<file path="src/rtl/core/salc_ram.sv">
// Generic single-port-write, single-port-read RAM with registered read.
module salc_ram #(
    parameter int WIDTH = 8,
    parameter int DEPTH = 16
) (
    input  logic                     i_clk,
    input  logic                     i_we,
    input  logic [$clog2(DEPTH)-1:0] i_waddr,
    input  logic [WIDTH-1:0]         i_wdata,
    input  logic [$clog2(DEPTH)-1:0] i_raddr,
    output logic [WIDTH-1:0]         o_rdata
);
    logic [WIDTH-1:0] r_mem [DEPTH];

    // Write port and registered read
    always_ff @(posedge i_clk) begin
        if (i_we) begin
            r_mem[i_waddr] <= i_wdata;
        end
        o_rdata <= r_mem[i_raddr];
    end
endmodule

</file>
<file path="config.mk">
export PLATFORM = sky130hd
export DESIGN_NAME = salc_ram
export DESIGN_NICKNAME = d
export VERILOG_FILES = /design/src/rtl/core/salc_ram.sv
export SDC_FILE = /design/constraint.sdc
export NUM_CORES = 1
export LEC_CHECK = 0
export BUFFER_PORTS_ARGS = -buffer_cell sky130_fd_sc_hd__buf_2
export CAP_MARGIN = 20
export CORE_MARGIN = 1.5
export CORE_UTILIZATION = 45
export CTS_BUF_LIST = sky130_fd_sc_hd__clkbuf_16
export DETAILED_ROUTE_END_ITERATION = 8
export PLACE_DENSITY_LB_ADDON = 0.08
export RECOVER_POWER = 50
export SYNTH_ARGS = -nofsm -noshare
export SYNTH_HDL_FRONTEND = slang
export SYNTH_SLANG_ARGS = --single-unit
export TNS_END_PERCENT = 10
</file>
<file path="constraint.sdc">
create_clock -name i_clk -period 2.63 [get_ports i_clk]
set_input_delay 0.3945 -clock i_clk [delete_from_list [all_inputs] [get_ports i_clk]]
set_output_delay 0.3945 -clock i_clk [all_outputs]
set_load 0.02 [all_outputs]
</file>
[Word level (Yosys, flattened, before mapping)]
Memories as Yosys holds them, arrays and structs flattened. A register that Yosys moved wholly into a read port is not among the register bits.
Cells that the tools add are included.
Operators by class
  divide/modulo/power cells: 0
  $mul: 0
  eq/ne operators: 0
  muxes and demuxes: 2
  bitwise gates (word level): 0
  add/sub/neg operators: 0
  order comparisons: 0
  reduce and logical (&&, ||, !) cells: 0
  shift operators: 0
Operator list (number)
  $mux W1: 2
Storage, ports and cells
  input bits: 18
  word-level logic and storage cells: 3
  memory bits (writable): 128
  output and inout bits: 8
  memories: 1
  ROM bits: 0
  register bits after elaboration: 0
  bits in latches: 0
Memory list
  r_mem: words 16, width 8, rd ports 1, clocked after memory_dff 1, wr ports 1, RTL line 13  | logic [WIDTH-1:0] r_mem [DEPTH];

[Logic depth before layout (Yosys ltp)]
  word-level depth: 2
  gate-level depth with buffers: 5
  depth with buffers taken out: 3

[Least setup slack after synthesis]
No wires, ideal clock.
  path type: input to register
  from: in i_waddr[2]
  to: mem r_mem[0][0], enable pin
  cell stages on the path: 2
  library setup time: 383 ps
  data arrival time: 1504 ps
  required time: 2247 ps
  slack: 743 ps
  path buffers: 0
  cells stage by stage: or3b_2 nor3_1
RTL lines
  from (decl): RTL line 8  | input logic [$clog2(DEPTH)-1:0] i_waddr,
  to (decl): RTL line 13
Straight into the memory's write port.

[Final worst setup path]
  from: in i_waddr[2]
  to: mem r_mem[1][6], enable pin
Straight into the memory's write port.

==> run_results.csv <==
group,metric,value,unit
placed_design,gpl_congestion,0.776,
clock_tree,htree_num_levels,4,
power,power.ir.vdd_worst,0.369,mV
layout,layout_common_cells,"128 x edfxtp_1, 18 x mux4_2, 17 x clkbuf_16, 16 x a22oi_1, 16 x buf_2",
clock_tree,cts-root-to-sink-buffers,2,
critical_path,cp.required,2670,ps
sta,max_freq,650,MHz
synthesis,synth.cell_area,5150,um2
placed_design,place.detailed.hpwl,6240,um
critical_path,path_max_fanout,8,
floorplanning,rows,38,
layout,num-fill-cells,837,
clock_tree,cts_setup_buffers,0,
grt,grt.total_usage,18.3,%
synthesis,syn_avg_cell_area,22.5,um2
floorplanning,dieArea,12100,um2
layout,area_growth_syn_to_layout,19.0,%
detailed_routing,drt_iter0_markers,130,
detailed_routing,wirelength,9830,um
layout,finalNetCount,298,
critical_path,cp-end-kind,"flip-flop",
clock_tree,clkSinkCount,136,
synthesis,syn-instance-count,229,
sta,period_share,58.5,%
layout,layout_commonest_cell,"edfxtp_1",
detailed_routing,postRouteAntennaNets,0,
sta,fin_tns_setup,0,ps
synthesis,yosys_warnings,0,
sta,finalSetupViolations,0,
sta,hold_ws,504,ps
layout,final_layout_size_suffix_gt1_share,27.3,%
floorplanning,floorplan.initialDensity,46.9,%
clock_tree,clk_transition_reported_paths,60,ps
detailed_routing,drc_errors,0,
sta,report.final.slew_viol_count,0,
layout,post-route-util,55.8,%
sta,final.min_clock_period,1540,ps
critical_path,cp_data_arrival_time,1580,ps
detailed_routing,routedWlPerCell,22.7,um
grt,antenna_violations_before_repair,0,
clock_tree,cts_repair_resize_count,0,
floorplanning,fp.dieH,110,um
grt,grt_pass1_vias,2462,
power,cellPowerDensity,844,nW/um2
critical_path,timing.critical_path.from_type,"input pin",
detailed_routing,dr_total_vias,2371,
sta,worst_slew_pin_slew,741,ps
grt,globalRoute.totalOverflow,0,
grt,grt_start_max_net_pins,33,
worst_hold_path,worstHoldPathType,"input pin to flip-flop",
floorplanning,floorplan.core_area,11000,um2
sta,skew,10.1,ps
sta,timing_hold_violations_final,0,
critical_path,crit_path_class,"input pin to flip-flop",
detailed_routing,first_pass_iters,4,
clock_tree,cts_buffers,17,
synthesis,postSynthNetCount,247,
synthesis,synth_cell_type_count,19,
synthesis,synth-seq-cells,136,
power,lkg_pwr,2.07,nW
run,cap_viol_max_count,0,
clock_tree,root_buffer,"clkbuf_16",
layout,antenna_diode_count,0,
floorplanning,io_pins,26,
clock_tree,cts_tree,"built",
sta,relSlewSlack,50.5,%
synthesis,seq_area_frac_synth,77.8,%
clock_tree,insertion_delay,410,ps
floorplanning,floorplan.die.width,110,um
sta,rsz0062_at_grt,"false",
outcome,outcome,"complete, no violations",
clock_tree,ctsHoldBuffers,0,
grt,grt_pass1_wl,14800,um
placed_design,port_buffers,25,
detailed_routing,via_per_inst,5.48,
[power by group]
part / total (W) / internal, W / switching [W]
sequential: 0.00244 / 0.00242 / 0.0000143
combinational: 0.000234 / 0.0000939 / 0.000140
clock: 0.00249 / 0.00159 / 0.000900
total: 0.00517 / 0.00411 / 0.00105
[per-layer routing]
metal  share of wire (%)  routed length [um]  global-route usage [%]
met5                   0                   0                       0
met2                  47                4630                    27.7
met4                 1.0                  98                    7.24
met3                 5.0                 487                    4.03
met1                  47                4620                    26.2
[logic make-up (layout without fill, tap and decap cells)]
family / after synthesis / in the layout / share of synthesized area, %
multiplexers: 32 / 32 / 15.0
AND/OR/NAND/NOR: 35 / 35 / 3.18
flip-flops: 136 / 136 / 77.8
AO/OA/AOI/OAI: 16 / 16 / 2.33
buffers and inverters: 10 / 74 / 1.68
[stage by stage]
| stage | worst slack [ps] | instances | area, um2 | total power [W] |
|---|---|---|---|---|
| after floorplan | 743 | 229 | 5150 | 0.00262 |
| after global placement | 705 | 401 | 5510 | 0.00272 |
| after detailed placement | 647 | 401 | 5510 | 0.00272 |
| after CTS | 1080 | 433 | 6140 | 0.00520 |
| after global routing | 961 | 433 | 6120 | 0.00531 |
| final | 1090 | 433 | 6120 | 0.00517 |
[flip-flops by register name, summed over array words and instances (netlist names)]
signal   flops
o_rdata      8
r_mem      128
[area by class of cell]
cell class              count  area (um2)  area share [%]
clock inverters            15         200            3.27
well taps                 140         175            2.86
clock buffers              17         425            6.95
flip-flops and latches    136        4000            65.4
multi-input cells          83        1060            17.3
repair buffers             42         263            4.29
[cells in the mapped netlist, drive strengths merged]
cell type | instances | area, um2
mux4 | 32 | 773
nor2b | 1 | 6.26
clkdlybuf4s25 | 3 | 30.0
nor2 | 13 | 48.8
edfxtp | 128 | 3840
or3b | 1 | 8.76
nand2b | 2 | 12.5
nand3b | 2 | 15.0
nand3 | 1 | 5.00
nand2 | 9 | 33.8
dfxtp | 8 | 160
a22oi | 16 | 120
and2b | 1 | 7.51
and2 | 1 | 6.26
buf | 7 | 56.3
nor3 | 4 | 20.0
[path summary, 6_finish.rpt]
| check | from | to | slack [ps] | cells past startpoint |
|---|---|---|---|---|
| worst max-delay path | i_waddr[2] | r_mem[1][6] | 1090 | 3 |
| worst min-delay path | i_waddr[2] | r_mem[7][3] | 500 | 3 |
| worst max register to register | r_mem[9][2] | o_rdata[2] | 1260 | 3 |
| worst min register to register | r_mem[4][2] | o_rdata[2] | 670 | 3 |
[worst max-delay path: stages]
cell and delay [ps]:
buf_2 110, or3b_2 510, nor2_1 560
Note: power is estimated with default switching activity, not from simulation.
